<file path="config.mk">
export PLATFORM = sky130hd
export DESIGN_NAME = sis_queue
export DESIGN_NICKNAME = d
export VERILOG_FILES = /design/src/hdl/sis_pkg.sv /design/src/hdl/sis_queue.sv
export SDC_FILE = /design/constraint.sdc
export NUM_CORES = 1
export LEC_CHECK = 0
export BUFFER_PORTS_ARGS = -buffer_cell sky130_fd_sc_hd__buf_2
export CORE_UTILIZATION = 55
export CTS_BUF_LIST = sky130_fd_sc_hd__clkbuf_8
export CTS_CLUSTER_SIZE = 28
export DETAILED_ROUTE_END_ITERATION = 8
export GPL_ROUTABILITY_DRIVEN = 0
export GPL_TIMING_DRIVEN = 0
export PLACE_DENSITY = 0.83
export SYNTH_ARGS = -nofsm -noshare
export SYNTH_HDL_FRONTEND = slang
export SYNTH_SLANG_ARGS = --single-unit
</file>
<file path="constraint.sdc">
create_clock -name clk_i -period 6.49 [get_ports clk_i]
set_input_delay 0.9735 -clock clk_i [delete_from_list [all_inputs] [get_ports clk_i]]
set_output_delay 0.9735 -clock clk_i [all_outputs]
set_load 0.01 [all_outputs]
</file>
<file path="src/hdl/sis_pkg.sv">
`default_nettype none
package sis_pkg;

  // field widths
  localparam int unsigned CoordW  = 20;
  localparam int unsigned EntryW  = 20;
  localparam int unsigned RowW    = 3 * EntryW;
  localparam int unsigned ErrW    = 24;
  localparam int unsigned CntW    = 17;
  localparam int unsigned SumW    = 40;
  localparam int unsigned CfgIdxW = 2;

  // datapath widths
  localparam int unsigned ExW   = 42;             // Ex, E^T x' in Q.31
  localparam int unsigned PW    = 64;             // epipolar product in Q.45
  localparam int unsigned DW    = 58;             // sum of squares in Q.34
  localparam int unsigned MulW  = 28;             // shared multiplier operand
  localparam int unsigned ProdW = 2 * MulW;
  localparam int unsigned SqW   = 29;             // integer square root
  localparam int unsigned MagW  = 36;             // |P| >> 28
  localparam int unsigned NumW  = MagW + 16;      // dividend m << 16
  localparam int unsigned IterW = 6;
  localparam int unsigned StepW = 5;

  // sequencer lengths
  localparam logic [StepW-1:0] StepLast  = StepW'(17);
  localparam logic [IterW-1:0] SqrtLast  = IterW'(SqW - 1);
  localparam logic [IterW-1:0] DivLast   = IterW'(NumW - 1);

  localparam logic [ErrW-1:0] ErrMax = '1;
  localparam logic [SumW-1:0] SumMax = '1;

  localparam int unsigned MaxMatchesDef = 65536;
  localparam int unsigned QueueDepth    = 2;

  // configuration register indexes
  typedef enum logic [CfgIdxW-1:0] {
    CFG_E_ROW0     = 2'd0,
    CFG_E_ROW1     = 2'd1,
    CFG_E_ROW2     = 2'd2,
    CFG_THRESHOLD  = 2'd3
  } cfg_idx_e;

  // classified match handed from front to back
  typedef struct packed {
    logic [ErrW-1:0] err;
    logic            invalid;
    logic            run_start;
    logic            model_last;
  } sis_item_t;

endpackage
`default_nettype wire

</file>
<file path="src/hdl/sis_queue.sv">
`default_nettype none
module sis_queue (
  input  logic               clk_i,
  input  logic               rst_ni,
  input  logic               push_i,
  input  sis_pkg::sis_item_t push_item_i,
  output logic               full_o,
  input  logic               pop_i,
  output logic               empty_o,
  output sis_pkg::sis_item_t pop_item_o
);
  import sis_pkg::*;

  localparam int unsigned PtrW = (QueueDepth > 1) ? $clog2(QueueDepth) : 1;
  localparam int unsigned FillW = $clog2(QueueDepth + 1);

  sis_item_t entries_q [QueueDepth];
  logic [PtrW-1:0]  wptr_q, rptr_q;
  logic [FillW-1:0] fill_q;

  assign full_o     = (fill_q == FillW'(QueueDepth));
  assign empty_o    = (fill_q == '0);
  assign pop_item_o = entries_q[rptr_q];

  // storage
  always_ff @(posedge clk_i) begin
    if (push_i) begin
      entries_q[wptr_q] <= push_item_i;
    end
  end

  // pointers and fill level
  always_ff @(posedge clk_i or negedge rst_ni) begin
    if (!rst_ni) begin
      wptr_q <= '0;
      rptr_q <= '0;
      fill_q <= '0;
    end else begin
      if (push_i) begin
        wptr_q <= (wptr_q == PtrW'(QueueDepth - 1)) ? '0 : wptr_q + PtrW'(1);
      end
      if (pop_i) begin
        rptr_q <= (rptr_q == PtrW'(QueueDepth - 1)) ? '0 : rptr_q + PtrW'(1);
      end
      if (push_i && !pop_i) begin
        fill_q <= fill_q + FillW'(1);
      end else if (pop_i && !push_i) begin
        fill_q <= fill_q - FillW'(1);
      end
    end
  end

  // assertions
  a_no_overflow: assert property (@(posedge clk_i) disable iff (!rst_ni)
    push_i |-> !full_o)
    else $error("queue push while full");
  a_no_underflow: assert property (@(posedge clk_i) disable iff (!rst_ni)
    pop_i |-> !empty_o)
    else $error("queue pop while empty");
  a_fill_bound: assert property (@(posedge clk_i) disable iff (!rst_ni)
    fill_q <= FillW'(QueueDepth))
    else $error("queue fill level out of range");

endmodule
`default_nettype wire

</file>
**After elaboration in Yosys (flattened, before gate mapping)**

Memory sizes are Yosys's and may differ from the RTL's.
Cells that the tools add are included.
W data, S select, Z words.

- Flip-flop bits (word level): 4
- Memory bits (writable): 54
- Output and inout port bits: 29
- Logic and storage cells: 21
- Memories: 1

- Add/subtract/negate cells: 4
- Equal/unequal tests: 1
- Mux-type cells: 6
- Reductions and logical operators: 6

Memory list:

| name | depth | bits a word | rd ports | clocked after memory_dff | wr ports | RTL line | text |
|---|---|---|---|---|---|---|---|
| entries_q | 2 | 27 | 1 | 0 | 1 | sis_queue.sv:17 | `sis_item_t entries_q [QueueDepth];` |

Operator list:

| cell | count |
|---|---|
| $mux W1 | 4 |
| $mux W2 | 2 |
| $add A1 B1 Y1 const B | 2 |
| $add A2 B1 Y2 const B | 1 |
| $eq A2 B2 Y1 const B | 1 |
| $logic_and A1 B1 Y1 | 2 |
| $logic_not A1 Y1 | 2 |
| $logic_not A2 Y1 | 1 |
| $reduce_bool A2 Y1 | 1 |
| $sub A2 B1 Y2 const B | 1 |

**Logic depth before layout (Yosys ltp)**

- Depth after elaboration: 4
- Depth in mapped cells: 5
- Depth with buffers taken out: 5

**Worst setup path after synthesis**

OpenSTA, ideal clock, no wires.

- Path kind: input to register
- Start: in push_i
- End: mem entries_q[0][0] (netlist name) (enable)
- Setup time: 414 ps
- Arrival time: 2208 ps
- Data required time: 6076 ps
- Path slack: 3868 ps
- Stages: 1
- Cells stage by stage: nor2b_1

- Word-level cells in the longest chain between the ends: 2

Ends and longest elaborated chain:

| element | RTL line | text |
|---|---|---|
| from (decl) | sis_queue.sv:5 | `input logic push_i,` |
| $mux W1 | sis_queue.sv:27 | `if (push_i) begin` |
| $mux W1 (not written as such) | sis_queue.sv:28 | `entries_q[wptr_q] <= push_item_i;` |
| to (decl) | sis_queue.sv:17 |  |

Every way passes these cells.

==> results <==
- Setup violations remaining at the end of the flow were counted as 0.
- Before antenna repair, the detailed router went through 4 iterations.
- The number of antenna cells inserted is 0.
- The power density over the cells is between 400 and 500 nW/um^2.
- The reg-to-reg critical path endpoint is entries_q[1][26]$_DFFE_PP_.
- The data required time of the critical path is 5.52 ns.
- In the final design database the tool counted approximately 200 nets.
- The core region area is approximately 3800 um^2.
- For the worst-skew pair, the clock arrives at the later sink with an insertion delay of about 0.32 ns.
- The flip-flop and latch count after synthesis is 58.
- The longest individual stage delay on the worst path is between 0.3 and 0.4 ns.
- STA classifies the critical path startpoint as a flip-flop.
- After clock tree synthesis, the clock-pin slew on the worst setup and hold paths is about 0.06 ns.
- The category of the most critical setup path is reg -> out.
- Measured against its own limit, the worst slew margin works out to 18.33%.
- For this run, the total global-route usage over all layers was measured as around 17%.
- The simple logic cell fraction of the synthesized area is about 1.2%.
- The average detailed-routed wire length per instance is 14.51 um.
- The post-placement worst setup slack is between 3 and 4 ns.
- The cell type with the highest aggregate area in the netlist is edfxtp_1.
- In this run the core area contains 22 standard-cell rows.
- The signal on the critical path passes through buf_6 > buf_12 > mux2_4 > buf_2.
- The number of top-level pins is 60.
- The kind of end point of the critical path is a primary output.
- Post-CTS repair changed the size of 0 cells.
- Once detailed placement completed, the half-perimeter wirelength came to 2288 um.
- In this run, post-CTS hold repair placed 0 buffers.
- Measured along the x axis, the die boundary spans about 66 um.
- After synthesis, the mean cell area works out to between 20 and 25 um^2.
- The via count is 1096.
- The synthesized netlist devotes 0% of its cell area to compound gates.
- The kind of cell adding the most delay to the critical path is buffers and inverters.
- The share of final-layout standard cells stronger than drive strength 1 is approximately 58%.
- The setup slack on the worst flop-to-flop path is approximately 4.7 ns.
- Max-cap violations in this run came to 0.
- The cell count of the worst reg-to-reg path is 1.
- The number of antenna violations at the first check in global routing was 0.
- The count of port buffers added during placement is between 50 and 60.
- The library cells used most frequently in the layout, excluding fill and tap cells, are 59 x buf_2, 54 x edfxtp_1, 19 x mux2_4.
- The first-pass GRT wire length is between 5000 and 6000 um.
- The count of routing violations after the opening detailed-route iteration is 54.
- The area share of fa/ha/maj cells after synthesis is less than 1%.
- Along the worst path, the maximum fanout reaches 10.
- The initial utilization of the core area, before any placement, comes to 59.26%.
- For this block, the routed nets add up to about 3300 um of wire.
- VDD sags by at most 333.9 uV.
- The y dimension of the die is between 60 and 70 um.
- The die covers approximately 4300 um^2.
- The placement-stage cell area is ~2600 um^2.
- Setup repair after global routing left no endpoint under its margin.
- The fraction of synthesized cell area taken by the top area cell type is just over 70%.
- Clock tree synthesis inserted a total of 9 buffers.
- The combinational family with the most area after synthesis is multiplexers.
- At the pin with the least slew margin, the transition time is 1.225 ns.
- The remaining number of nets flagged by the antenna check after routing is 0.
- The final cell count without fillers is approximately 220.
- The analysis attributes to cell leakage a power of between 1 and 1.5 nW.
- The worst flop-to-flop path startpoint is wptr_q$_DFFE_PN0P_.
- The max-slew violation count is 0.
- The post-synthesis xor/xnor area fraction is approximately 2.0%.
- Timing would allow up to roughly 420 MHz.
- After technology mapping, the gate count stands at 100.
- The final cell area excluding filler cells is about 2800 um^2.
- Clock skew on the completed layout was measured at between 0.004 and 0.005 ns.
- The shortest clock period the worst path allows after layout is 2.400 ns.
- After detailed routing, the number of remaining DRC violations is 0.
- The summed instance area of the synthesized netlist is roughly 2200 um^2.
- The final number of hold-violating endpoints came to 0.
- The number of warning messages in the yosys log is 0.
- TritonCTS built the clock tree.
- The buffer cell driving the clock tree root is clkbuf_8.
- The part of the Yosys area used for sequential elements is 77.04%.
- For this design, the sink count on the clock tree is 58.
- In this run, placement finished with an instance count of ~210.
- The total overflow reported by the global router is 0.
- Data on the critical path arrives at its endpoint at 1.43 ns.
- Dividing the detail-routed via count by the number of cells gives 4.893.
- In the post-route analysis, the smallest setup slack over all paths is 4.090 ns.
- The period utilization is 36.98%.
- The H-tree depth reported by CTS is 3.
- The worst path buffer plus inverter count is 3.
- By area the synthesized netlist is led by edfxtp_1 73%, mux2_4 13%, dfrtp_1 4.5%.
- The number of global-route vias before repair came to 1095.
- The tightest min-delay check is of the in -> async type.
- On the critical path, the stage with the largest delay is an instance of dfrtp_1.
- The clock tree buffer depth is 2.
- After clock tree synthesis, the setup repair step added 0 buffers.
- The most common cell after layout, fill and taps aside is buf_2.
- The mux contribution to synthesized area is between 10% and 20%.
- The number of nets in the synthesized netlist is roughly 130.
- The largest net degree at the start of global routing is 28.
- After routing, the total negative slack on setup checks comes to 0 ns.
- The number of fill cells in the layout is approximately 230.
- The distinct cell type count of the synthesized netlist is 13.
- The area growth from synthesis to layout is 24.64%.
- The run finished with clean final reports.
## routing by layer
layer	routed length, um	GRT usage, %
met5	0	0
met4	45	7.337
met3	275	9.028
met2	1679	26.79
met1	1251	19.05
## where the power goes
| part | switching [mW] | internal, mW | leakage (nW) |
|---|---|---|---|
| logic | 0.180 | 0.210 | 0.499 |
| registers | 0.0262 | 0.501 | 0.553 |
| clock network | 0.121 | 0.169 | 0.102 |
## flip-flops by register name (all words and copies together) (netlist names)
register / cells
entries_q: 54
fill_q: 2
rptr_q: 1
wptr_q: 1
## layout make-up
type | instances | area (um^2) | share of cell area, %
clock inverter | 7 | 53.80 | 1.932
sequential | 58 | 1722 | 61.81
buffer | 3 | 51.30 | 1.842
timing repair buffer | 60 | 310.3 | 11.14
tap | 48 | 60.06 | 2.156
clock buffer | 9 | 123.9 | 4.447
inverter | 1 | 3.754 | 0.1348
multi-input combinational | 38 | 460.4 | 16.53
## Yosys cell counts, drive strengths merged
cell    instances
and2            1
nor2b           2
buf             3
inv             1
dfrtp           4
xnor2           1
edfxtp         54
nor2            2
xor2            4
ha              1
mux2           27
## through the flow
stage | power (mW) | util, % | hold WS [ns]
floorplan | 0.8052 | - | 0.4555
global placement | 0.9139 | 68.68 | 0.4686
detailed placement | 0.9317 | 69.14 | 0.4844
CTS | 1.224 | 73.86 | 0.4293
global route | 1.271 | 73.86 | 0.4286
finish | 1.207 | 73.86 | 0.4474
## cells by family after synthesis
kind of cell | after synthesis
muxes | 27
xor gates and xnor gates | 5
buffers and inverters | 4
and+or+nand+nor | 5
DFF | 58
adders and majority gates | 1
## how the worst max path moves through the flow
stage / cells past startpoint / startpoint / slack (ns) / end
3_3_place_gp: 2 / push_i / 3.20 / entries_q[0][17]$_DFFE_PP_
3_5_place_dp: 2 / push_i / 3.98 / entries_q[1][22]$_DFFE_PP_
5_1_grt: 4 / rptr_q$_DFFE_PN0P_ / 4.01 / pop_item_o[4]
6_report: 4 / rptr_q$_DFFE_PN0P_ / 4.09 / pop_item_o[4]
4_1_cts: 4 / rptr_q$_DFFE_PN0P_ / 4.07 / pop_item_o[1]
2_1_floorplan: 1 / push_i / 3.87 / entries_q[0][0]$_DFFE_PP_
Note: power is estimated with default switching activity, not from simulation.
