===== src/hdl/sis_pkg.sv =====
`default_nettype none
package sis_pkg;

  // field widths
  localparam int unsigned CoordW  = 20;
  localparam int unsigned EntryW  = 20;
  localparam int unsigned RowW    = 3 * EntryW;
  localparam int unsigned ErrW    = 24;
  localparam int unsigned CntW    = 17;
  localparam int unsigned SumW    = 40;
  localparam int unsigned CfgIdxW = 2;

  // datapath widths
  localparam int unsigned ExW   = 42;             // Ex, E^T x' in Q.31
  localparam int unsigned PW    = 64;             // epipolar product in Q.45
  localparam int unsigned DW    = 58;             // sum of squares in Q.34
  localparam int unsigned MulW  = 28;             // shared multiplier operand
  localparam int unsigned ProdW = 2 * MulW;
  localparam int unsigned SqW   = 29;             // integer square root
  localparam int unsigned MagW  = 36;             // |P| >> 28
  localparam int unsigned NumW  = MagW + 16;      // dividend m << 16
  localparam int unsigned IterW = 6;
  localparam int unsigned StepW = 5;

  // sequencer lengths
  localparam logic [StepW-1:0] StepLast  = StepW'(17);
  localparam logic [IterW-1:0] SqrtLast  = IterW'(SqW - 1);
  localparam logic [IterW-1:0] DivLast   = IterW'(NumW - 1);

  localparam logic [ErrW-1:0] ErrMax = '1;
  localparam logic [SumW-1:0] SumMax = '1;

  localparam int unsigned MaxMatchesDef = 65536;
  localparam int unsigned QueueDepth    = 2;

  // configuration register indexes
  typedef enum logic [CfgIdxW-1:0] {
    CFG_E_ROW0     = 2'd0,
    CFG_E_ROW1     = 2'd1,
    CFG_E_ROW2     = 2'd2,
    CFG_THRESHOLD  = 2'd3
  } cfg_idx_e;

  // classified match handed from front to back
  typedef struct packed {
    logic [ErrW-1:0] err;
    logic            invalid;
    logic            run_start;
    logic            model_last;
  } sis_item_t;

endpackage
`default_nettype wire


===== src/hdl/sis_front.sv =====
`default_nettype none
module sis_front (
  input  logic                            clk_i,
  input  logic                            rst_ni,
  input  logic [sis_pkg::RowW-1:0]        e_row0_i,
  input  logic [sis_pkg::RowW-1:0]        e_row1_i,
  input  logic [sis_pkg::RowW-1:0]        e_row2_i,
  input  logic                            in_valid_i,
  output logic                            in_ready_o,
  input  logic signed [sis_pkg::CoordW-1:0] first_x_i,
  input  logic signed [sis_pkg::CoordW-1:0] first_y_i,
  input  logic signed [sis_pkg::CoordW-1:0] second_x_i,
  input  logic signed [sis_pkg::CoordW-1:0] second_y_i,
  input  logic                            run_start_i,
  input  logic                            model_last_i,
  output logic                            push_o,
  output sis_pkg::sis_item_t              push_item_o,
  input  logic                            full_i
);
  import sis_pkg::*;

  typedef enum logic [5:0] {
    F_IDLE = 6'b000001,
    F_MUL  = 6'b000010,
    F_PREP = 6'b000100,
    F_SQRT = 6'b001000,
    F_DIV  = 6'b010000,
    F_PUSH = 6'b100000
  } front_state_e;

  front_state_e state_q, state_d;
  logic [StepW-1:0] step_q, step_d;
  logic phase_q, phase_d;
  logic [IterW-1:0] iter_q, iter_d;
  logic signed [CoordW-1:0] x_q, y_q, xp_q, yp_q;
  logic start_q, last_q;
  logic signed [ProdW-1:0] prod_q, prod_d;
  logic signed [ExW-1:0] ex0_q, ex0_d, ex1_q, ex1_d, ex2_q, ex2_d, et0_q, et0_d, et1_q, et1_d;
  logic signed [PW-1:0] p_q, p_d;
  logic [DW-1:0] d_q, d_d;
  logic [DW-1:0] sq_v_q, sq_v_d, sq_res_q, sq_res_d, sq_bit_q, sq_bit_d;
  logic [NumW-1:0] num_q, num_d;
  logic [SqW-1:0] rem_q, rem_d;
  logic [ErrW-1:0] err_q, err_d;
  logic inv_q, inv_d;
  logic accept;

  // matrix entries, sign extended to the multiplier width
  logic signed [MulW-1:0] e00, e01, e02, e10, e11, e12, e20, e21, e22;
  logic signed [MulW-1:0] cx, cy, cxp, cyp;
  logic signed [MulW-1:0] mul_a, mul_b;

  function automatic logic signed [MulW-1:0] sx20(input logic [EntryW-1:0] v);
    sx20 = {{(MulW-EntryW){v[EntryW-1]}}, v};
  endfunction

  function automatic logic signed [ExW-1:0] sh14(input logic [EntryW-1:0] v);
    sh14 = {{(ExW-EntryW-14){v[EntryW-1]}}, v, 14'b0};
  endfunction

  assign e00 = sx20(e_row0_i[0*EntryW +: EntryW]);
  assign e01 = sx20(e_row0_i[1*EntryW +: EntryW]);
  assign e02 = sx20(e_row0_i[2*EntryW +: EntryW]);
  assign e10 = sx20(e_row1_i[0*EntryW +: EntryW]);
  assign e11 = sx20(e_row1_i[1*EntryW +: EntryW]);
  assign e12 = sx20(e_row1_i[2*EntryW +: EntryW]);
  assign e20 = sx20(e_row2_i[0*EntryW +: EntryW]);
  assign e21 = sx20(e_row2_i[1*EntryW +: EntryW]);
  assign e22 = sx20(e_row2_i[2*EntryW +: EntryW]);
  assign cx  = sx20(x_q);
  assign cy  = sx20(y_q);
  assign cxp = sx20(xp_q);
  assign cyp = sx20(yp_q);

  assign accept     = in_valid_i && in_ready_o;
  assign in_ready_o = (state_q == F_IDLE);

  // operand select for the shared multiplier, one product per step
  always_comb begin
    mul_a = '0;
    mul_b = '0;
    case (step_q)
      5'd0:  begin mul_a = e00; mul_b = cx;  end
      5'd1:  begin mul_a = e01; mul_b = cy;  end
      5'd2:  begin mul_a = e10; mul_b = cx;  end
      5'd3:  begin mul_a = e11; mul_b = cy;  end
      5'd4:  begin mul_a = e20; mul_b = cx;  end
      5'd5:  begin mul_a = e21; mul_b = cy;  end
      5'd6:  begin mul_a = e00; mul_b = cxp; end
      5'd7:  begin mul_a = e10; mul_b = cyp; end
      5'd8:  begin mul_a = e01; mul_b = cxp; end
      5'd9:  begin mul_a = e11; mul_b = cyp; end
      5'd10: begin mul_a = cxp; mul_b = {{(MulW-21){1'b0}}, ex0_q[20:0]}; end
      5'd11: begin mul_a = cxp; mul_b = {{(MulW-21){ex0_q[ExW-1]}}, ex0_q[ExW-1:21]}; end
      5'd12: begin mul_a = cyp; mul_b = {{(MulW-21){1'b0}}, ex1_q[20:0]}; end
      5'd13: begin mul_a = cyp; mul_b = {{(MulW-21){ex1_q[ExW-1]}}, ex1_q[ExW-1:21]}; end
      5'd14: begin mul_a = ex0_q[ExW-1:14]; mul_b = ex0_q[ExW-1:14]; end
      5'd15: begin mul_a = ex1_q[ExW-1:14]; mul_b = ex1_q[ExW-1:14]; end
      5'd16: begin mul_a = et0_q[ExW-1:14]; mul_b = et0_q[ExW-1:14]; end
      5'd17: begin mul_a = et1_q[ExW-1:14]; mul_b = et1_q[ExW-1:14]; end
      default: begin mul_a = '0; mul_b = '0; end
    endcase
  end

  assign prod_d = mul_a * mul_b;

  // product views for accumulation
  logic signed [ExW-1:0] prod_ex;
  logic signed [PW-1:0]  prod_p, ex2_p;
  assign prod_ex = prod_q[ExW-1:0];
  assign prod_p  = {{(PW-ProdW){prod_q[ProdW-1]}}, prod_q};
  assign ex2_p   = {{(PW-ExW){ex2_q[ExW-1]}}, ex2_q};

  // magnitude of the epipolar product
  logic [PW-1:0] p_abs;
  assign p_abs = p_q[PW-1] ? PW'(-p_q) : PW'(p_q);

  // square root and divide step
  logic [DW-1:0] sq_try;
  logic [SqW:0]  div_ext, div_s, div_diff;
  logic          div_ge;
  assign sq_try   = sq_res_q + sq_bit_q;
  assign div_ext  = {rem_q, num_q[NumW-1]};
  assign div_s    = {1'b0, sq_res_q[SqW-1:0]};
  assign div_ge   = (div_ext >= div_s);
  assign div_diff = div_ext - div_s;

  // sequencer
  always_comb begin
    state_d  = state_q;
    step_d   = step_q;
    phase_d  = phase_q;
    iter_d   = iter_q;
    ex0_d    = ex0_q;
    ex1_d    = ex1_q;
    ex2_d    = ex2_q;
    et0_d    = et0_q;
    et1_d    = et1_q;
    p_d      = p_q;
    d_d      = d_q;
    sq_v_d   = sq_v_q;
    sq_res_d = sq_res_q;
    sq_bit_d = sq_bit_q;
    num_d    = num_q;
    rem_d    = rem_q;
    err_d    = err_q;
    inv_d    = inv_q;
    case (state_q)
      F_IDLE: begin
        if (accept) begin
          ex0_d   = sh14(e02[EntryW-1:0]);
          ex1_d   = sh14(e12[EntryW-1:0]);
          ex2_d   = sh14(e22[EntryW-1:0]);
          et0_d   = sh14(e20[EntryW-1:0]);
          et1_d   = sh14(e21[EntryW-1:0]);
          p_d     = '0;
          d_d     = '0;
          step_d  = '0;
          phase_d = 1'b0;
          state_d = F_MUL;
        end
      end
      F_MUL: begin
        phase_d = ~phase_q;
        if (phase_q) begin
          case (step_q)
            5'd0, 5'd1: ex0_d = ex0_q + prod_ex;
            5'd2, 5'd3: ex1_d = ex1_q + prod_ex;
            5'd4, 5'd5: ex2_d = ex2_q + prod_ex;
            5'd6, 5'd7: et0_d = et0_q + prod_ex;
            5'd8, 5'd9: et1_d = et1_q + prod_ex;
            5'd10: p_d = p_q + prod_p + (ex2_p <<< 14);
            5'd11, 5'd13: p_d = p_q + (prod_p <<< 21);
            5'd12: p_d = p_q + prod_p;
            default: d_d = d_q + {{(DW-ProdW){1'b0}}, prod_q};
          endcase
          step_d = step_q + StepW'(1);
          if (step_q == StepLast) begin
            state_d = F_PREP;
          end
        end
      end
      F_PREP: begin
        num_d    = {p_abs[PW-1:PW-MagW], 16'b0};
        sq_v_d   = d_q;
        sq_res_d = '0;
        sq_bit_d = DW'(1) << (DW - 2);
        iter_d   = '0;
        inv_d    = (d_q == '0);
        if (d_q == '0) begin
          err_d   = ErrMax;
          state_d = F_PUSH;
        end else begin
          state_d = F_SQRT;
        end
      end
      F_SQRT: begin
        if (sq_v_q >= sq_try) begin
          sq_v_d   = sq_v_q - sq_try;
          sq_res_d = (sq_res_q >> 1) + sq_bit_q;
        end else begin
          sq_res_d = sq_res_q >> 1;
        end
        sq_bit_d = sq_bit_q >> 2;
        iter_d   = iter_q + IterW'(1);
        if (iter_q == SqrtLast) begin
          iter_d  = '0;
          rem_d   = '0;
          state_d = F_DIV;
        end
      end
      F_DIV: begin
        rem_d  = div_ge ? div_diff[SqW-1:0] : div_ext[SqW-1:0];
        num_d  = {num_q[NumW-2:0], div_ge};
        iter_d = iter_q + IterW'(1);
        if (iter_q == DivLast) begin
          err_d   = (|num_d[NumW-1:ErrW]) ? ErrMax : num_d[ErrW-1:0];
          state_d = F_PUSH;
        end
      end
      F_PUSH: begin
        if (!full_i) begin
          state_d = F_IDLE;
        end
      end
      default: state_d = F_IDLE;
    endcase
  end

  // control state
  always_ff @(posedge clk_i or negedge rst_ni) begin
    if (!rst_ni) begin
      state_q <= F_IDLE;
      step_q  <= '0;
      phase_q <= 1'b0;
      iter_q  <= '0;
    end else begin
      state_q <= state_d;
      step_q  <= step_d;
      phase_q <= phase_d;
      iter_q  <= iter_d;
    end
  end

  // datapath registers
  always_ff @(posedge clk_i) begin
    if (accept) begin
      x_q     <= first_x_i;
      y_q     <= first_y_i;
      xp_q    <= second_x_i;
      yp_q    <= second_y_i;
      start_q <= run_start_i;
      last_q  <= model_last_i;
    end
    prod_q   <= prod_d;
    ex0_q    <= ex0_d;
    ex1_q    <= ex1_d;
    ex2_q    <= ex2_d;
    et0_q    <= et0_d;
    et1_q    <= et1_d;
    p_q      <= p_d;
    d_q      <= d_d;
    sq_v_q   <= sq_v_d;
    sq_res_q <= sq_res_d;
    sq_bit_q <= sq_bit_d;
    num_q    <= num_d;
    rem_q    <= rem_d;
    err_q    <= err_d;
    inv_q    <= inv_d;
  end

  assign push_o                 = (state_q == F_PUSH) && !full_i;
  assign push_item_o.err        = err_q;
  assign push_item_o.invalid    = inv_q;
  assign push_item_o.run_start  = start_q;
  assign push_item_o.model_last = last_q;

  // assertions
  a_push_invalid_max: assert property (@(posedge clk_i) disable iff (!rst_ni)
    push_o && push_item_o.invalid |-> push_item_o.err == ErrMax)
    else $error("invalid match pushed without saturated error");
  a_ready_only_idle: assert property (@(posedge clk_i) disable iff (!rst_ni)
    accept |=> state_q == F_MUL && step_q == '0)
    else $error("accepted match did not start the multiply sequence");
  a_div_after_sqrt: assert property (@(posedge clk_i) disable iff (!rst_ni)
    state_q == F_DIV |-> sq_res_q[SqW-1:0] != '0)
    else $error("divide started with zero root");

endmodule
`default_nettype wire


===== config.mk =====
export PLATFORM = sky130hd
export DESIGN_NAME = sis_front
export DESIGN_NICKNAME = d
export VERILOG_FILES = /design/src/hdl/sis_pkg.sv /design/src/hdl/sis_front.sv
export SDC_FILE = /design/constraint.sdc
export NUM_CORES = 2
export LEC_CHECK = 0
export BUFFER_PORTS_ARGS = -buffer_cell sky130_fd_sc_hd__buf_2
export CORE_MARGIN = 3
export CORE_UTILIZATION = 40
export CTS_BUF_LIST = sky130_fd_sc_hd__clkbuf_4 sky130_fd_sc_hd__clkbuf_8
export DETAILED_ROUTE_END_ITERATION = 16
export PLACE_DENSITY = 0.63
export SLEW_MARGIN = 20
export SYNTH_ARGS = -nofsm -noshare
export SYNTH_HDL_FRONTEND = slang
export SYNTH_SLANG_ARGS = --single-unit

===== constraint.sdc =====
create_clock -name clk_i -period 23.3 [get_ports clk_i]
set_input_delay 4.66 -clock clk_i [delete_from_list [all_inputs] [get_ports clk_i]]
set_output_delay 4.66 -clock clk_i [all_outputs]
set_load 0.1 [all_outputs]

## Word-level counts from Yosys, hierarchy flattened

Cells that the tools add are included.

| storage, ports and cells | value |
|---|---|
| bits in read-only memories | 0 |
| word-level logic and storage cells | 185 |
| bits in latches | 0 |
| bits in writable memories | 0 |
| register bits after elaboration | 768 |
| memories | 0 |
| input bits | 266 |

| operators by class | value |
|---|---|
| shift-type cells | 0 |
| mux-type cells | 59 |
| multiply operators | 1 |
| reduce and logical (&&, ||, !) cells | 41 |
| add/subtract/negate cells | 16 |
| bitwise logic cells | 1 |
| eq/ne operators | 40 |
| magnitude comparators | 2 |
| divide/modulo/power cells | 0 |

Operators with widths:

| operator | number |
|---|---|
| $pmux 28 s12 | 2 |
| $mux 42 | 15 |
| $pmux 58 s2 | 4 |
| $pmux 42 s2 | 5 |
| $mux 58 | 5 |
| $add 42x42->42 | 5 |
| $mux 64 | 3 |
| $pmux 64 s3 | 1 |
| $add 64x56->64 | 2 |
| $pmux 64 s2 | 1 |
| $pmux 52 s2 | 1 |
| $mux 24 | 3 |
| $add 64x64->64 | 1 |
| $neg 64->64 | 1 |
| $add 57x58->58 | 1 |
| $add 58x56->58 | 1 |
| $add 58x58->58 | 1 |
| $ge 58x58->1 | 1 |
| $logic_not 58->1 | 1 |
| $mux 29 | 2 |
| $pmux 29 s2 | 1 |
| $sub 58x58->58 | 1 |
| $mul 28x28->56 | 1 |
| $mux 6 | 8 |
| 39 further kinds | 93 |

## Logic depth before layout (Yosys ltp)

| depth | value |
|---|---|
| depth after elaboration | 5 |
| gate-level depth with buffers | 41 |
| gate-level depth less buffers | 37 |

## Least setup slack after synthesis

No wires, ideal clock.

| timing | value |
|---|---|
| kind | input port to flip-flop |
| start point | input e_row0_i[13] (netlist bit) |
| end point | register prod_q[54] |
| data required time | 23173 ps |
| stages | 32 |
| arrival time | 12477 ps |
| library setup time | 127 ps |
| path slack | 10697 ps |
| path buffers | 2 |
| cells stage by stage | a22o_1 > a221o_1 > nor2_1 > and4_1 > clkbuf_1 > clkbuf_1 > nor2_1 > fa_1 > fa_1 > fa_1 > inv_1 > fa_1 > inv_1 > fa_1 > inv_1 > fa_1 > inv_1 > fa_1 > ha_1 > ha_1 > o21a_1 > o21a_1 > o21a_1 > o21ai_0 > a21oi_1 > o41ai_1 > a21oi_1 > o22ai_1 > o21ai_0 > a21oi_1 > o21ai_0 > xor2_1 |

| between the ends | value |
|---|---|
| word-level cells in the longest chain between the ends | 2 |

Ends and longest elaborated chain:

| element | line | text |
|---|---|---|
| from (decl) | sis_front.sv:5 | `input logic [sis_pkg::RowW-1:0] e_row0_i,` |
| $pmux 28 s12 | sis_front.sv:82 | `case (step_q)` |
| $mul 28x28->56 | sis_front.sv:105 | `assign prod_d = mul_a * mul_b;` |
| named net prod_d[54] | sis_front.sv:37 | `logic signed [ProdW-1:0] prod_q, prod_d;` |
| to (signal assigned) | sis_front.sv:255 | `prod_q <= prod_d;` |
| to (decl) | sis_front.sv:37 |  |

The timed path passes the listed nets, and every way through them passes these cells.
A chain may end at the register's enable or synchronous reset.

## Worst setup path in the final report

| timing | value |
|---|---|
| start point | input e_row0_i[19] (netlist bit) |
| end point | register prod_q[52] |

Same word-level chain as after synthesis.

==> reports/results.ini <==
[status]
outcome = completed

[final_layout]
syn2layout_area_growth_pct = 9.13
drive_above_1_share = 0.0830
nNetsFinal = 11900
final_area_sq_mm = 0.0959
fillCellCount = 21300

[die]
die_h_um = 475
die_area_sq_mm = 0.225
rows = 171
io_pins = 295
initial_core_util = 0.403
die_x_um = 475
core_area_sq_mm = 0.218

[worst_hold_path]
min_path_type = reg -> reg

[yosys]
synth_edf_count = 665
ys_types = 94
synth_most_common_cell = nand2_1
synth_ff_type = edfxtp_1
synth_top_area_cell = edfxtp_1
netlist_area_sq_mm = 0.0879
syn_inst = 9792
syn_nets = 11600
synth_common_cells = nand2_1 (1100), inv_1 (1037), nor2_1 (956), fa_1 (834), ha_1 (754)
synth-seq-cells = 739
synthTopCellsByArea = edfxtp_1 (23%), fa_1 (19%), ha_1 (11%)
yosysSeqAreaShare = 0.245
async_flop_share = 0.0244
synth_warnings = 0
avgSynthCellArea_sq_um = 8.97
synth_top_cell_area_share = 0.227

[sta]
worst_slew_pin_slew_ns = 1.24
finalCritPeriodShare = 0.596
rsz0062_at_grt = false
timing.final.max_slew_violations = 0
fin_setup_tns_ns = 0
hold_violations = 0
fin_crit_ns = 13.88
slew_headroom = 0.175
max_freq_mhz = 72.1
setup_viol = 0
finClkSkew_ns = 0.0461

[setup_path]
path_max_fanout = 24
slowest_delay_ns = 0.97
worstPathArrival_ns = 14.71
critPathKind = in -> reg
cp.required_ns = 24.13
end_kind = flip-flop
start_kind = input pin
slowest_stage = nand4_1

[clocking]
clk_latency_ns = 0.93
cts_tree = done
clockBufferDepth = 3
post_cts_buffers = 0
path_clk_slew_ns = 0.06
cts_root_buf = clkbuf_8
clock_sinks = 739
htreeDepth = 4
holdBufCountCts = 0
cts_buffers = 146
cts_resized = 0

[drt]
wl_mm = 324
via_per_inst = 5.87
drcViolationCount = 0
dr.first_iter.drc_count = 8047
routedWlPerCell_um = 24.9
antenna_left = 0
vias = 76200
first_pass_iters = 13

[global_route]
grt_overflow = 0
grt_max_degree = 101
grt_antenna_before_repair = 28
first_global_vias = 75200
track_usage = 0.283
grt_pass1_wl_mm = 480

[placed_design]
gp_congestion = 0.987
io_buffers = 294
placed_cell_area_sq_mm = 0.0928
dp_hpwl_mm = 248

[job]
max_cap_violations = 0

## flip-flops by register name, summed over array words and instances, names as in the netlist, 42 cells and up
signal    flops
num_q        52
d_q          58
ex1_q        42
p_q          64
prod_q       56
et0_q        42
sq_v_q       58
ex0_q        42
et1_q        42
sq_res_q     58
ex2_q        42
## layout by cell type, fill, tap and decap left out, drive strengths merged, types with 26 or more instances in the layout
cell	netlist	routed
a211oi	79	79
a21o	335	335
a21oi	607	607
a221o	31	31
a222oi	76	76
a22oi	74	74
a31oi	103	103
and2	93	93
and3	48	48
and4	36	36
buf	30	456
clkbuf	369	196
clkinv	0	50
dfxtp	56	56
edfxtp	665	665
fa	834	834
ha	754	754
inv	1037	1042
nand2	1101	1101
nand2b	116	116
nand3	117	117
nand4	118	118
nor2	956	956
nor2b	95	95
nor3	114	114
nor4	55	55
o211ai	46	46
o21a	68	68
o21ai	533	533
o21bai	104	104
o31ai	46	46
or2	44	44
or3	39	39
or4	26	26
xnor2	330	330
xor2	284	284
## cell families (layout without fill, tap and decap cells)
kind of cell / count (synthesis) / in the layout / synth area share
AND/OR/NAND/NOR: 3003 / 3003 / 0.155
AO/OA/AOI/OAI: 2397 / 2397 / 0.178
adder cells (fa/ha/maj): 1588 / 1588 / 0.297
buffers and inverters: 1436 / 1754 / 0.0616
flip-flops: 739 / 739 / 0.245
XOR/XNOR: 615 / 615 / 0.0615
multiplexers: 14 / 14 / 0.00164
other: 0 / 12 / 0
## worst max-delay path: cells and delay by family
kind / cells / cell delay [ns]
AO/OA/AOI/OAI: 9 / 1.89
XOR/XNOR: 1 / 0.13
adder cells (fa/ha/maj): 9 / 4.51
buffers and inverters: 8 / 1.29
AND/OR/NAND/NOR: 4 / 2.21
## metal layers
metal	up-vias	GRT usage	wire length (um)
met5	-	0	13
met4	2	0.145	19500
met3	805	0.0707	32400
met2	3844	0.431	139000
met1	37000	0.372	133000
li1	34500	-	-
## cell type report
class | instances | area [sq um] | share of cell area
Multi-Input combinational cell | 7617 | 61100 | 0.638
Sequential cell | 739 | 21500 | 0.225
Inverter | 1037 | 3900 | 0.0406
Tap cell | 2854 | 3570 | 0.0372
Timing Repair Buffer | 457 | 2710 | 0.0282
Clock buffer | 195 | 2450 | 0.0255
Clock inverter | 65 | 556 | 0.00579
Antenna cell | 12 | 30.0 | 0.000313
## through the flow
stage / hold slack (ns) / setup slack, ns / std cells / util
after floorplan: 0.487 / 10.70 / 9792 / -
after global placement: 0.514 / 8.64 / 12700 / 0.426
after detailed placement: 0.509 / 8.60 / 12700 / 0.426
after CTS: 0.519 / 9.59 / 13000 / 0.440
after global routing: 0.548 / 9.02 / 13000 / 0.440
final: 0.513 / 9.42 / 13000 / 0.440
## path summary, 6_finish.rpt
kind	start	end	slack, ns	cells after the start
setup reg to reg	step_q[2]	prod_q[52]	11.75	34
hold / removal	num_q[5]	err_q[6]	0.51	1
min in group asynchronous	rst_ni	iter_q[4]	3.73	1
setup / recovery	e_row0_i[19]	prod_q[52]	9.42	31
hold reg to reg	num_q[5]	err_q[6]	0.51	1
max in group asynchronous	rst_ni	step_q[3]	19.15	1
Power is not shown: default switching activity piles up to over one toggle a cycle in this logic, so the estimate is an artifact.
