File: src/hdl/sis_pkg.sv
`default_nettype none
package sis_pkg;

  // field widths
  localparam int unsigned CoordW  = 20;
  localparam int unsigned EntryW  = 20;
  localparam int unsigned RowW    = 3 * EntryW;
  localparam int unsigned ErrW    = 24;
  localparam int unsigned CntW    = 17;
  localparam int unsigned SumW    = 40;
  localparam int unsigned CfgIdxW = 2;

  // datapath widths
  localparam int unsigned ExW   = 42;             // Ex, E^T x' in Q.31
  localparam int unsigned PW    = 64;             // epipolar product in Q.45
  localparam int unsigned DW    = 58;             // sum of squares in Q.34
  localparam int unsigned MulW  = 28;             // shared multiplier operand
  localparam int unsigned ProdW = 2 * MulW;
  localparam int unsigned SqW   = 29;             // integer square root
  localparam int unsigned MagW  = 36;             // |P| >> 28
  localparam int unsigned NumW  = MagW + 16;      // dividend m << 16
  localparam int unsigned IterW = 6;
  localparam int unsigned StepW = 5;

  // sequencer lengths
  localparam logic [StepW-1:0] StepLast  = StepW'(17);
  localparam logic [IterW-1:0] SqrtLast  = IterW'(SqW - 1);
  localparam logic [IterW-1:0] DivLast   = IterW'(NumW - 1);

  localparam logic [ErrW-1:0] ErrMax = '1;
  localparam logic [SumW-1:0] SumMax = '1;

  localparam int unsigned MaxMatchesDef = 65536;
  localparam int unsigned QueueDepth    = 2;

  // configuration register indexes
  typedef enum logic [CfgIdxW-1:0] {
    CFG_E_ROW0     = 2'd0,
    CFG_E_ROW1     = 2'd1,
    CFG_E_ROW2     = 2'd2,
    CFG_THRESHOLD  = 2'd3
  } cfg_idx_e;

  // classified match handed from front to back
  typedef struct packed {
    logic [ErrW-1:0] err;
    logic            invalid;
    logic            run_start;
    logic            model_last;
  } sis_item_t;

endpackage
`default_nettype wire

File: src/hdl/sis_back.sv
`default_nettype none
module sis_back #(
  parameter int unsigned MAX_MATCHES = sis_pkg::MaxMatchesDef
) (
  input  logic                        clk_i,
  input  logic                        rst_ni,
  input  logic [sis_pkg::ErrW-1:0]    threshold_i,
  input  logic                        empty_i,
  input  sis_pkg::sis_item_t          item_i,
  output logic                        pop_o,
  output logic                        out_valid_o,
  input  logic                        out_ready_i,
  output logic [sis_pkg::ErrW-1:0]    sampson_err_o,
  output logic                        is_inlier_o,
  output logic                        is_invalid_o,
  output logic [sis_pkg::CntW-1:0]    model_inliers_o,
  output logic [sis_pkg::SumW-1:0]    model_residual_o,
  output logic                        new_best_o,
  output logic                        model_done_o
);
  import sis_pkg::*;

  localparam logic [CntW-1:0] Cap =
    (MAX_MATCHES < ((1 << CntW) - 1)) ? CntW'(MAX_MATCHES) : '1;

  logic [CntW-1:0] model_count_q, best_count_q;
  logic [SumW-1:0] model_sum_q, best_sum_q;
  logic            out_valid_q;

  logic [CntW-1:0] cnt0, cnt1, bc0;
  logic [SumW-1:0] sum0, sum1, bs0;
  logic [SumW:0]   sum_ext;
  logic            inlier, better;

  assign pop_o = !empty_i && (!out_valid_q || out_ready_i);

  // run start clears totals and best record before scoring
  assign cnt0 = item_i.run_start ? '0 : model_count_q;
  assign sum0 = item_i.run_start ? '0 : model_sum_q;
  assign bc0  = item_i.run_start ? '0 : best_count_q;
  assign bs0  = item_i.run_start ? SumMax : best_sum_q;

  // inlier test and saturating totals
  assign inlier  = !item_i.invalid && (item_i.err < threshold_i);
  assign sum_ext = {1'b0, sum0} + {{(SumW + 1 - ErrW){1'b0}}, item_i.err};
  assign cnt1    = (inlier && cnt0 < Cap) ? cnt0 + CntW'(1) : cnt0;
  assign sum1    = inlier ? (sum_ext[SumW] ? SumMax : sum_ext[SumW-1:0]) : sum0;

  // best record compare on model close
  assign better = item_i.model_last &&
                  ((cnt1 > bc0) || ((cnt1 == bc0) && (sum1 < bs0)));

  // totals and best record
  always_ff @(posedge clk_i or negedge rst_ni) begin
    if (!rst_ni) begin
      model_count_q <= '0;
      model_sum_q   <= '0;
      best_count_q  <= '0;
      best_sum_q    <= SumMax;
      out_valid_q   <= 1'b0;
    end else begin
      if (pop_o) begin
        model_count_q <= item_i.model_last ? '0 : cnt1;
        model_sum_q   <= item_i.model_last ? '0 : sum1;
        best_count_q  <= better ? cnt1 : bc0;
        best_sum_q    <= better ? sum1 : bs0;
        out_valid_q   <= 1'b1;
      end else if (out_ready_i) begin
        out_valid_q   <= 1'b0;
      end
    end
  end

  // result register
  always_ff @(posedge clk_i) begin
    if (pop_o) begin
      sampson_err_o    <= item_i.err;
      is_inlier_o      <= inlier;
      is_invalid_o     <= item_i.invalid;
      model_inliers_o  <= cnt1;
      model_residual_o <= sum1;
      new_best_o       <= better;
      model_done_o     <= item_i.model_last;
    end
  end

  assign out_valid_o = out_valid_q;

  // assertions
  a_inlier_valid: assert property (@(posedge clk_i) disable iff (!rst_ni)
    out_valid_q && is_inlier_o |-> !is_invalid_o)
    else $error("invalid match reported as inlier");
  a_best_on_last: assert property (@(posedge clk_i) disable iff (!rst_ni)
    out_valid_q && new_best_o |-> model_done_o)
    else $error("new best outside model close");
  a_count_cap: assert property (@(posedge clk_i) disable iff (!rst_ni)
    model_count_q <= Cap)
    else $error("inlier count above cap");
  a_close_clears: assert property (@(posedge clk_i) disable iff (!rst_ni)
    pop_o && item_i.model_last |=> model_count_q == '0 && model_sum_q == '0)
    else $error("model totals not cleared on close");

endmodule
`default_nettype wire
File: config.mk
export PLATFORM = sky130hd
export DESIGN_NAME = sis_back
export DESIGN_NICKNAME = d
export VERILOG_FILES = /design/src/hdl/sis_pkg.sv /design/src/hdl/sis_back.sv
export SDC_FILE = /design/constraint.sdc
export NUM_CORES = 1
export LEC_CHECK = 0
export CAP_MARGIN = 20
export CORE_UTILIZATION = 40
export DETAILED_ROUTE_END_ITERATION = 7
export DONT_BUFFER_PORTS = 1
export GPL_ROUTABILITY_DRIVEN = 0
export SYNTH_ARGS = -nofsm -noshare
export SYNTH_HDL_FRONTEND = slang
export SYNTH_SLANG_ARGS = --single-unit
File: constraint.sdc
create_clock -name clk_i -period 6.67 [get_ports clk_i]
set_input_delay 1.334 -clock clk_i [delete_from_list [all_inputs] [get_ports clk_i]]
set_output_delay 1.334 -clock clk_i [all_outputs]
set_load 0.005 [all_outputs]
-- Word-level counts from Yosys, hierarchy flattened
Cells that the tools add are included.
- eq/ne operators: 1
- order comparisons: 4
- reduce and logical (&&, ||, !) cells: 11
- $add $sub $neg: 2
- muxes and demuxes: 13
- operator list (operator ; count):
    $mux 40 ; 6
    $mux 17 ; 5
    $add 40x24->41 ; 1
    $lt 40x40->1 ; 1
    $lt 24x24->1 ; 1
    $add 17x1->17 const B ; 1
    $eq 17x17->1 ; 1
    $gt 17x17->1 ; 1
    $lt 17x17->1 const B ; 1
    $logic_and 1x1->1 ; 5
    $logic_not 1->1 ; 3
    $logic_or 1x1->1 ; 2
    $mux 1 ; 2
    $reduce_bool 2->1 ; 1
- bits of input ports: 55
- output and inout port bits: 87
- bits in registers: 200
- word-level logic and storage cells: 43

-- Logic depth before layout (Yosys ltp)
Gate-level depths: netlist (run 1).
- word-level depth: 9
- gate-level depth with buffers: 29
- depth with buffers taken out: 24

-- Worst setup path after synthesis (run 1)
Ideal clock, no wire load.
- path kind: input -> register
- from: input item_i[1] (netlist name)
- to: register best_count_q[3]
- setup slack: -0.393 ns
- library setup time: 0.066 ns
- buffers on the path: 6
- data required time: 6.604 ns
- arrival time: 6.997 ns
- cell stages on the path: 28
- cells stage by stage: clkbuf_1 clkbuf_1 nor2b_1 ha_1 fa_1 a211oi_1 nor2_1 o41ai_2 o31a_2 o21ai_1 and3_1 buf_2 nand2_1 clkbuf_1 o21ai_0 ha_1 a21oi_1 nor2_1 a211o_1 a21oi_1 o21ai_0 and3_1 or4_1 nor3_4 buf_4 buf_2 nand2_1 nand2_1
- word-level cells in the longest chain between the ends: 9
- elaborated cells on any way between the ends: 18
- those cells by class: add/sub: 2; order compare: 3; eq/ne: 1; mux: 8; reduce/logical: 4
- ends and longest elaborated chain (item ; line ; RTL):
    start: declaration ; sis_back.sv:9 ; input sis_pkg::sis_item_t item_i,
    $mux 40 (*) ; sis_back.sv:39 ; assign sum0 = item_i.run_start ? '0 : model_sum_q;
    $add 40x24->41 ; sis_back.sv:45 ; assign sum_ext = {1'b0, sum0} + {{(SumW + 1 - ErrW){1'b0}}, item_i.err};
    $mux 40 ; sis_back.sv:47 ; assign sum1 = inlier ? (sum_ext[SumW] ? SumMax : sum_ext[SumW-1:0]) : sum0;
    $mux 40 (*) ; sis_back.sv:47 ;
    via sum1[25] ; sis_back.sv:31 ; logic [SumW-1:0] sum0, sum1, bs0;
    $lt 40x40->1 (*) ; sis_back.sv:51 ; ((cnt1 > bc0) || ((cnt1 == bc0) && (sum1 < bs0)));
    $logic_and 1x1->1 (*) ; sis_back.sv:51 ;
    $logic_or 1x1->1 (*) ; sis_back.sv:51 ;
    $logic_and 1x1->1 (*) ; sis_back.sv:50 ; assign better = item_i.model_last &&
    $mux 17 (*) ; sis_back.sv:65 ; best_count_q <= better ? cnt1 : bc0;
    end signal: assignment ; sis_back.sv:65 ;
    end: declaration ; sis_back.sv:26 ; logic [CntW-1:0] model_count_q, best_count_q;
Mark *: on every way through the listed nets, which the timed path passes. The rest lies on a longest branch.
A chain may end at the register's enable or synchronous reset.

-- Worst setup path after layout (run 1)
- from: input threshold_i[13] (netlist name)
- to: register best_sum_q[35]
- word-level cells in the longest chain between the ends: 9
- elaborated cells on any way between the ends: 12
- those cells by class: order compare: 3; eq/ne: 1; mux: 3; reduce/logical: 5
- ends and longest elaborated chain (item ; line ; RTL):
    start: declaration ; sis_back.sv:7 ; input logic [sis_pkg::ErrW-1:0] threshold_i,
    $lt 24x24->1 (*) ; sis_back.sv:44 ; assign inlier = !item_i.invalid && (item_i.err < threshold_i);
    $logic_and 1x1->1 (*) ; sis_back.sv:44 ;
    $logic_and 1x1->1 (*) ; sis_back.sv:46 ; assign cnt1 = (inlier && cnt0 < Cap) ? cnt0 + CntW'(1) : cnt0;
    $mux 17 (*) ; sis_back.sv:46 ;
    via cnt1[9] ; sis_back.sv:30 ; logic [CntW-1:0] cnt0, cnt1, bc0;
    parallel branches: the longest is 2 deep, another holds $gt 17x17->1 ; - ;
    $logic_or 1x1->1 (*) ; sis_back.sv:51 ;
    $logic_and 1x1->1 (*) ; sis_back.sv:50 ;
    $mux 40 (*) ; sis_back.sv:66 ; best_sum_q <= better ? sum1 : bs0;
    end signal: assignment ; sis_back.sv:59 ; best_sum_q <= SumMax;
    end signal: assignment ; sis_back.sv:66 ;
    end: declaration ; sis_back.sv:27 ; logic [SumW-1:0] model_sum_q, best_sum_q;
Mark *: on every way through the listed nets, which the timed path passes.

==> reports/metrics.cfg, run 1 <==
[synth]
synth_area_per_cell_um2 = 9.75
synth_cells = 1189
syn_area_um2 = 11600
ys_warn_count = 0
syn-num-nets = 1348
synth_cell_types = 64
yosys_most_used_dff = edfxtp_1
synthArstFlopShare = 0.575
synth-edff-count = 85
synth_seq_cells = 200
yosysSeqAreaShare = 0.473

[timing]
setup_violations = 0
grt_setup_unrepaired = no
tightest_slew_ns = 0.971
fin_crit_sh = 0.963
clock.fmax_mhz = 156
finalHoldViolCount = 0
period_minus_slack_ns = 6.42
finalMaxSlewViolations = 0
fin_worst_skew_ns = 0.0164
relSlewSlack = 0.352

[global_route]
grt_pass1_wl_um = 48400
grt_pass1_vias = 8888
grt_use_total = 0.212
antenna_found_initial = 0
grt_max_degree = 116
gr-total-overflow = 0

[critical_path]
slowest_delay_ns = 0.45
reg2reg_setup_slack_ns = 0.80
endpoint_kind = flip-flop
cp_common_cell = buf_4
worstSetupPathType = input port to flip-flop
startpoint_type = input port
required_ns = 7.02
worstPathMaxFanout = 27
crit_slowest_cell = a2111o_1
cp.arrival_ns = 6.77

[floorplanning]
fp-row-count = 61
io_pins = 142
die_area_um2 = 29700
core_um2 = 28200
chipWidth_um = 172
initial_utilization = 0.412
die_h_um = 172

[drt]
viasPerCell = 5.42
wl_per_cell_um = 18.2
routed-wl-met3_um = 1380
dr_total_vias = 8969
wirelength_um = 30100
dr.pass1.iters = 4
drc = 0
ant_nets = 0
wl_met2_um = 14300
met1Wirelength_um = 14100
highest_layer = met4
drtIter0Drc = 528

[placement]
postPlaceCellArea_um2 = 12700
port_buffers = 0
dp_hpwl_um = 20600

[clocking]
cts_tree = yes
clk_pin_slew_worst_paths_ns = 0.08
numClockSinks = 200
htreeDepth = 4
holdBufCountCts = 0
cts_buffers = 17
clk_latency_ns = 0.44
cts.path.max_buffers = 2
cts_root_buf = clkbuf_16

[cells_and_area]
regArea_um2 = 5480
nets = 1422
area_growth_pct = 15.4
nFillCells = 2631
drive_gt1_frac = 0.162
multiInputGateArea_um2 = 5770
antennaDiodeCount = 0
fin_area_um2 = 13400

[power_and_ir_drop]
leakage_nw = 6.15
p_per_area_nw_per_um2 = 227
finalPower_mw = 3.04
irDropWorstVdd_v = 0.000164

[run_status]
run_status = completed

[job]
cap_viol_max_count = 0

[hold_path]
hold_class = flip-flop to flip-flop

[metrics by stage]
step / util / setup slack [ns] / hold slack, ns / std cells / setup TNS (ns)
finish: 0.475 / 0.249 / 0.480 / 1654 / 0
global route: 0.475 / 0.000874 / 0.511 / 1654 / 0
CTS: 0.471 / 0.00114 / 0.484 / 1651 / 0
detailed placement: 0.451 / -0.614 / 0.466 / 1619 / -28.60
global placement: 0.451 / -0.454 / 0.456 / 1619 / -19.68
floorplan: - / 0.00616 / 0.442 / 1189 / 0
[state kept, by name (all words and copies together), names as in the netlist]
| register | flops |
|---|---|
| model_done_o | 1 |
| out_valid_o | 1 |
| best_count_q | 17 |
| is_invalid_o | 1 |
| sampson_err_o | 24 |
| model_residual_o | 40 |
| model_count_q | 17 |
| new_best_o | 1 |
| is_inlier_o | 1 |
| model_inliers_o | 17 |
| model_sum_q | 40 |
| best_sum_q | 40 |
[power by group]
part           switching [mW]  internal, mW  leakage (nW)
clock network           0.491         0.541         0.278
logic                   0.296         0.226          3.59
registers              0.0529          1.43          2.28
[layout by cell type (no fill, tap or decap), drive strengths merged, types with 4 or more instances in the layout]
cell type,instances
and4,5
o21ai,80
xnor2,22
nand3,28
nor3,27
or2,4
nand2b,9
a31oi,5
dfrtp,75
nand4,20
mux2i,8
buf,110
a21oi,72
nor2b,43
dfstp,40
and3,20
edfxtp,85
nand2,110
o21bai,4
o22ai,5
clkinv,4
o21a,7
a2111oi,6
ha,103
and2,4
a21o,41
o211ai,5
inv,57
a211oi,8
nor2,154
clkbuf,21
xor2,23
a22o,35
[worst max-delay path: cells and delay by family]
| kind | cells | cell delay [ns] |
|---|---|---|
| buffers and inverters | 7 | 0.96 |
| XOR/XNOR | 1 | 0.09 |
| AO/OA/AOI/OAI | 7 | 2.10 |
| adder cells (fa/ha/maj) | 2 | 0.61 |
| AND/OR/NAND/NOR | 10 | 1.68 |
[Yosys cell counts, types with 7 or more instances]
master,n,area (um^2)
a211oi_1,8,60.1
a21o_1,41,308
a21oi_1,72,360
a22o_1,35,307
and3_1,20,125
buf_1,8,30.0
buf_2,9,45.0
clkbuf_1,38,143
dfrtp_1,75,1880
dfstp_2,40,1050
edfxtp_1,85,2550
ha_1,103,1290
inv_1,52,195
mux2i_1,8,80.1
nand2_1,110,413
nand2b_1,9,56.3
nand3_1,28,140
nand4_1,20,125
nor2_1,154,578
nor2b_1,43,269
nor3_1,26,130
o21a_1,7,52.6
o21ai_0,75,375
xnor2_1,22,193
xor2_1,23,201
[repair_timing]
| item | in CTS | in global routing |
|---|---|---|
| buffers inserted | 0 | 2 |
| gates resized for setup | 2 | 15 |
| endpoints found under the setup margin | 44 | 58 |
| gates cloned | 0 | 1 |
| pin swaps | 0 | 2 |
[layout make-up]
| cell class | count | share of cell area |
|---|---|---|
| Inverter | 52 | 0.0148 |
| Clock buffer | 20 | 0.0341 |
| Tap cell | 378 | 0.0353 |
| Multi-Input combinational cell | 881 | 0.431 |
| Sequential cell | 200 | 0.410 |
| Timing Repair Buffer | 111 | 0.0669 |
| Clock inverter | 12 | 0.00842 |
[routing by layer]
layer,vias up,global-route usage
met5,-,0
met4,0,0.0546
met3,25,0.0364
met2,201,0.353
met1,4354,0.285
li1,4389,-
[path summary, 6_finish.rpt]
path / start / to / cells past startpoint
worst max-delay path: threshold_i[13] / best_sum_q[35]$_DFFE_PN1P_ / 27
worst min-delay path: model_sum_q[10]$_DFFE_PN0P_ / model_sum_q[10]$_DFFE_PN0P_ / 2
worst max register to register: model_sum_q[5]$_DFFE_PN0P_ / best_sum_q[35]$_DFFE_PN1P_ / 26
worst min register to register: model_sum_q[10]$_DFFE_PN0P_ / model_sum_q[10]$_DFFE_PN0P_ / 2
max in group asynchronous: rst_ni / best_sum_q[16]$_DFFE_PN1P_ / 0
min in group asynchronous: rst_ni / best_count_q[8]$_DFFE_PN0P_ / 0
[cells by family after synthesis]
family | count (synthesis) | share of synthesized area
simple gates | 432 | 0.173
compound gates | 290 | 0.162
flops | 200 | 0.473
buf+inv | 108 | 0.0363
fa+ha+maj | 105 | 0.114
xor+xnor | 45 | 0.0340
mux | 9 | 0.00788
Note: power is estimated with default switching activity, not from simulation.
==> inputs of run 2 (changes only) <==
- ABC_AREA: default -> 1
==> run 2 against run 1 <==
  * The flow now finishes with violations (design-rule violations)
  * Critical path depth up 3
  * Design area up 2.1%
  * Synthesized cell count up 32%
  * Count of clock-buffer cells in the layout down 2
  * Non-clock buffer count down 72
  * Total power up 27%
  * Utilization down 3.1 points
  * Sequential power up 13%
  * First-iteration DRC count up 48%
  * Die area up 8.1%
  * Combinational power up 120%
  * Largest cell class unchanged
  * Largest power group unchanged
==> reports/metrics.cfg, run 2 <==
[timing]
clock.fmax_mhz = 169  ; +8.4%
fin_worst_skew_ns = 0.0162  ; -0.000274 ns
grt_setup_unrepaired = no
setup_violations = 0  ; unchanged
finalMaxSlewViolations = 0  ; unchanged
period_minus_slack_ns = 5.93  ; -0.495 ns
fin_tns_setup_ns = 0  ; unchanged
fin_crit_sh = 0.888  ; -0.0742
relSlewSlack = 0.495  ; +0.143
tightest_slew_ns = 0.758  ; -0.214 ns
finalHoldViolCount = 0  ; unchanged

[global_route]
grt_pass1_wl_um = 54200  ; +12%
use_met1 = 0.282  ; -0.00291
grt_pass1_vias = 10400  ; +17%
grt_use_met3 = 0.0301  ; -0.00628
grt.busiest_layer = met2
grt_use_total = 0.215  ; +0.00270
gr-total-overflow = 0  ; unchanged
antenna_found_initial = 0  ; unchanged
grt_use_met2 = 0.361  ; +0.00825
grt_max_degree = 147  ; +27%

[clocking]
holdBufCountCts = 0  ; unchanged
cts_resized = 0  ; -2
clk_latency_ns = 0.45  ; about the same
cts.path.max_buffers = 2  ; unchanged
cts_tree = yes
cts_setup_buffers = 0  ; unchanged
cts_buffers = 17  ; unchanged
numClockSinks = 200  ; unchanged
cts_root_buf = clkbuf_16
htreeDepth = 4  ; unchanged
clk_pin_slew_worst_paths_ns = 0.08  ; about the same

[cells_and_area]
final_common_cell = nand2_1
drive_gt1_frac = 0.0903  ; -0.0719
reg_top3 = best_sum_q x40, model_residual_o x40, model_sum_q x40
fin_area_um2 = 13700  ; +2.1%
instances_no_fill = 1968  ; +19%
antennaDiodeCount = 0  ; unchanged
nets = 1718  ; +21%
area_growth_pct = 8.96
final_cell_mix = 367 x nand2_1, 209 x inv_1, 160 x nor2_1

[synth]
yosys-top-cells-area = edfxtp_1 20%, dfrtp_1 15%, nand2_1 11%
yosysSeqAreaShare = 0.437  ; -0.0358
synth_cell_types = 46  ; -28%
synthArstFlopShare = 0.575  ; unchanged
synth.top_cell.area_share = 0.203  ; -0.0167
synth_compound_area_frac = 0.0920  ; -0.0703
synth-simple-area-share = 0.254  ; +0.0813
synth_seq_cells = 200  ; unchanged
syn_area_um2 = 12500  ; +8.2%
synth_cells = 1564  ; +32%
synthTopCellsByCount = 367 x nand2_1, 209 x inv_1, 160 x nor2_1, 143 x nand3_1, 103 x ha_1
syn-num-nets = 1723  ; +28%
synth_area_per_cell_um2 = 8.02  ; -18%
yosys_most_used_dff = edfxtp_1
synth-edff-count = 85  ; unchanged
yosysTopAreaCell = edfxtp_1
synthAdderAreaFrac = 0.104  ; -0.00942
synth-xor-area-share = 0.0223  ; -0.0117
synth_most_common_cell = nand2_1
synth_top_family_by_area = simple AND/OR/NAND/NOR gates
muxShareOfSynthArea = 0  ; -0.00788
ys_warn_count = 0  ; unchanged

[drt]
ant_nets = 0  ; unchanged
dr_total_vias = 10400  ; +16%
drtIter0Drc = 780  ; +48%
dr.pass1.iters = 7  ; +3
drc = 16  ; +16
wl_per_cell_um = 16.7  ; -7.9%
viasPerCell = 5.29  ; -2.4%
wirelength_um = 33000  ; +9.6%

[placement]
postPlaceCellArea_um2 = 13100  ; +2.9%
placed_cells = 1936  ; +20%
port_buffers = 0  ; unchanged
dp_hpwl_um = 22600  ; +9.4%

[hold_path]
min_from = best_sum_q[32]$_DFFE_PN1P_
hold_class = flip-flop to flip-flop

[critical_path]
startpoint = threshold_i[15]
critPathTopFamily = simple AND/OR/NAND/NOR gates
slowest_delay_ns = 0.51  ; +0.06 ns
cp.arrival_ns = 6.30  ; -0.47 ns
cp_common_cell = nand2_1
crit_slowest_cell = nand2_1
crit_buf_inv = 6  ; -1
endpoint_kind = flip-flop
startpoint_type = input port
required_ns = 7.04  ; +0.02 ns
worstSetupPathType = input port to flip-flop
r2r-start = model_sum_q[0]$_DFFE_PN0P_
worstPathMaxFanout = 16  ; -41%

[floorplanning]
io_pins = 142  ; unchanged
chipWidth_um = 179  ; +4.0%
initial_utilization = 0.408  ; -0.00369
die_area_um2 = 32100  ; +8.1%
fp-row-count = 64  ; +4.9%
die_h_um = 179  ; +4.0%
core_um2 = 30700  ; +9.2%

[run_status]
violations = design-rule violations
run_status = finished, violations left

[job]
cap_viol_max_count = 0  ; unchanged

[power_and_ir_drop]
irDropWorstVdd_v = 0.000213  ; +30%
leakage_nw = 6.70  ; +8.8%
p_per_area_nw_per_um2 = 283  ; +24%

## run 2: cell count changes in the layout (fill, tap and decap cells not counted), moves of 9 or more
cell,delta
a21o_1,-38
a21oi_1,-12
a22o_1,-35
and3_1,-17
buf_4,-69
inv_1,+159
nand2_1,+258
nand3_1,+115
nor2_1,+9
nor2b_1,-43
o21ai_0,-19
o22ai_1,+53
xnor2_1,-18
## run 2: cell type report
class                      instances  area, um^2
clock buffer                      18         439
clock inverter                    14         156
fill                            3083       17100
inverter                         217         820
multi-input combinational       1084        5950
sequential                       200        5480
tap                              396         495
timing repair buffer              39         330
## run 2: cell families (layout without fill, tap and decap cells)
logic type                 count (synthesis)  count (layout)
and+or+nand+nor                          745             745
AOI/OAI and AO/OA                        203             203
DFF                                      200             200
adders and majority gates                104             104
buffers and inverters                    280             288
xor gates and xnor gates                  32              32
## run 2: path summary, 6_finish.rpt
check	end	depth (start not counted)	slack [ns]
min in group asynchronous	model_sum_q[18]$_DFFE_PN0P_	0	0.58
max	best_sum_q[21]$_DFFE_PN1P_	30	0.74
max in group asynchronous	best_sum_q[31]$_DFFE_PN1P_	0	5.77
min	best_sum_q[32]$_DFFE_PN1P_	2	0.47
max reg2reg	best_sum_q[21]$_DFFE_PN1P_	30	1.33
min reg2reg	best_sum_q[32]$_DFFE_PN1P_	2	0.47
## run 2: layer usage
| metal | vias to the layer above | share of wire |
|---|---|---|
| met1 | 4954 | 0.46 |
| met5 | - | 0 |
| li1 | 5162 | - |
| met4 | 0 | 0.019 |
| met3 | 43 | 0.039 |
| met2 | 256 | 0.48 |
## run 2: worst register-to-register path, delay by kind of cell (launching register included)
family | cells | cell delay [ns]
simple gates | 18 | 2.67
flops | 1 | 0.36
buf+inv | 5 | 0.68
compound gates | 4 | 0.62
fa+ha+maj | 3 | 0.95
## run 2: where the power goes
part	switching (mW)	leakage (nW)	internal, mW
clock network	0.548	0.293	0.515
registers	0.100	2.26	1.57
logic	0.721	4.14	0.406
total	1.37	6.70	2.49
## run 2: per-stage QoR
| stage | setup WS, ns | hold WS (ns) | total power [mW] | util |
|---|---|---|---|---|
| 6_report | 0.744 | 0.469 | 3.86 | 0.444 |
| 5_1_grt | 0.314 | 0.479 | 4.13 | 0.444 |
| 4_1_cts | 0.761 | 0.471 | 3.89 | 0.444 |
| 3_5_place_dp | 0.327 | 0.457 | 2.82 | 0.425 |
| 3_3_place_gp | 0.383 | 0.455 | 2.79 | 0.425 |
| 2_1_floorplan | 0.000248 | 0.448 | 2.54 | - |
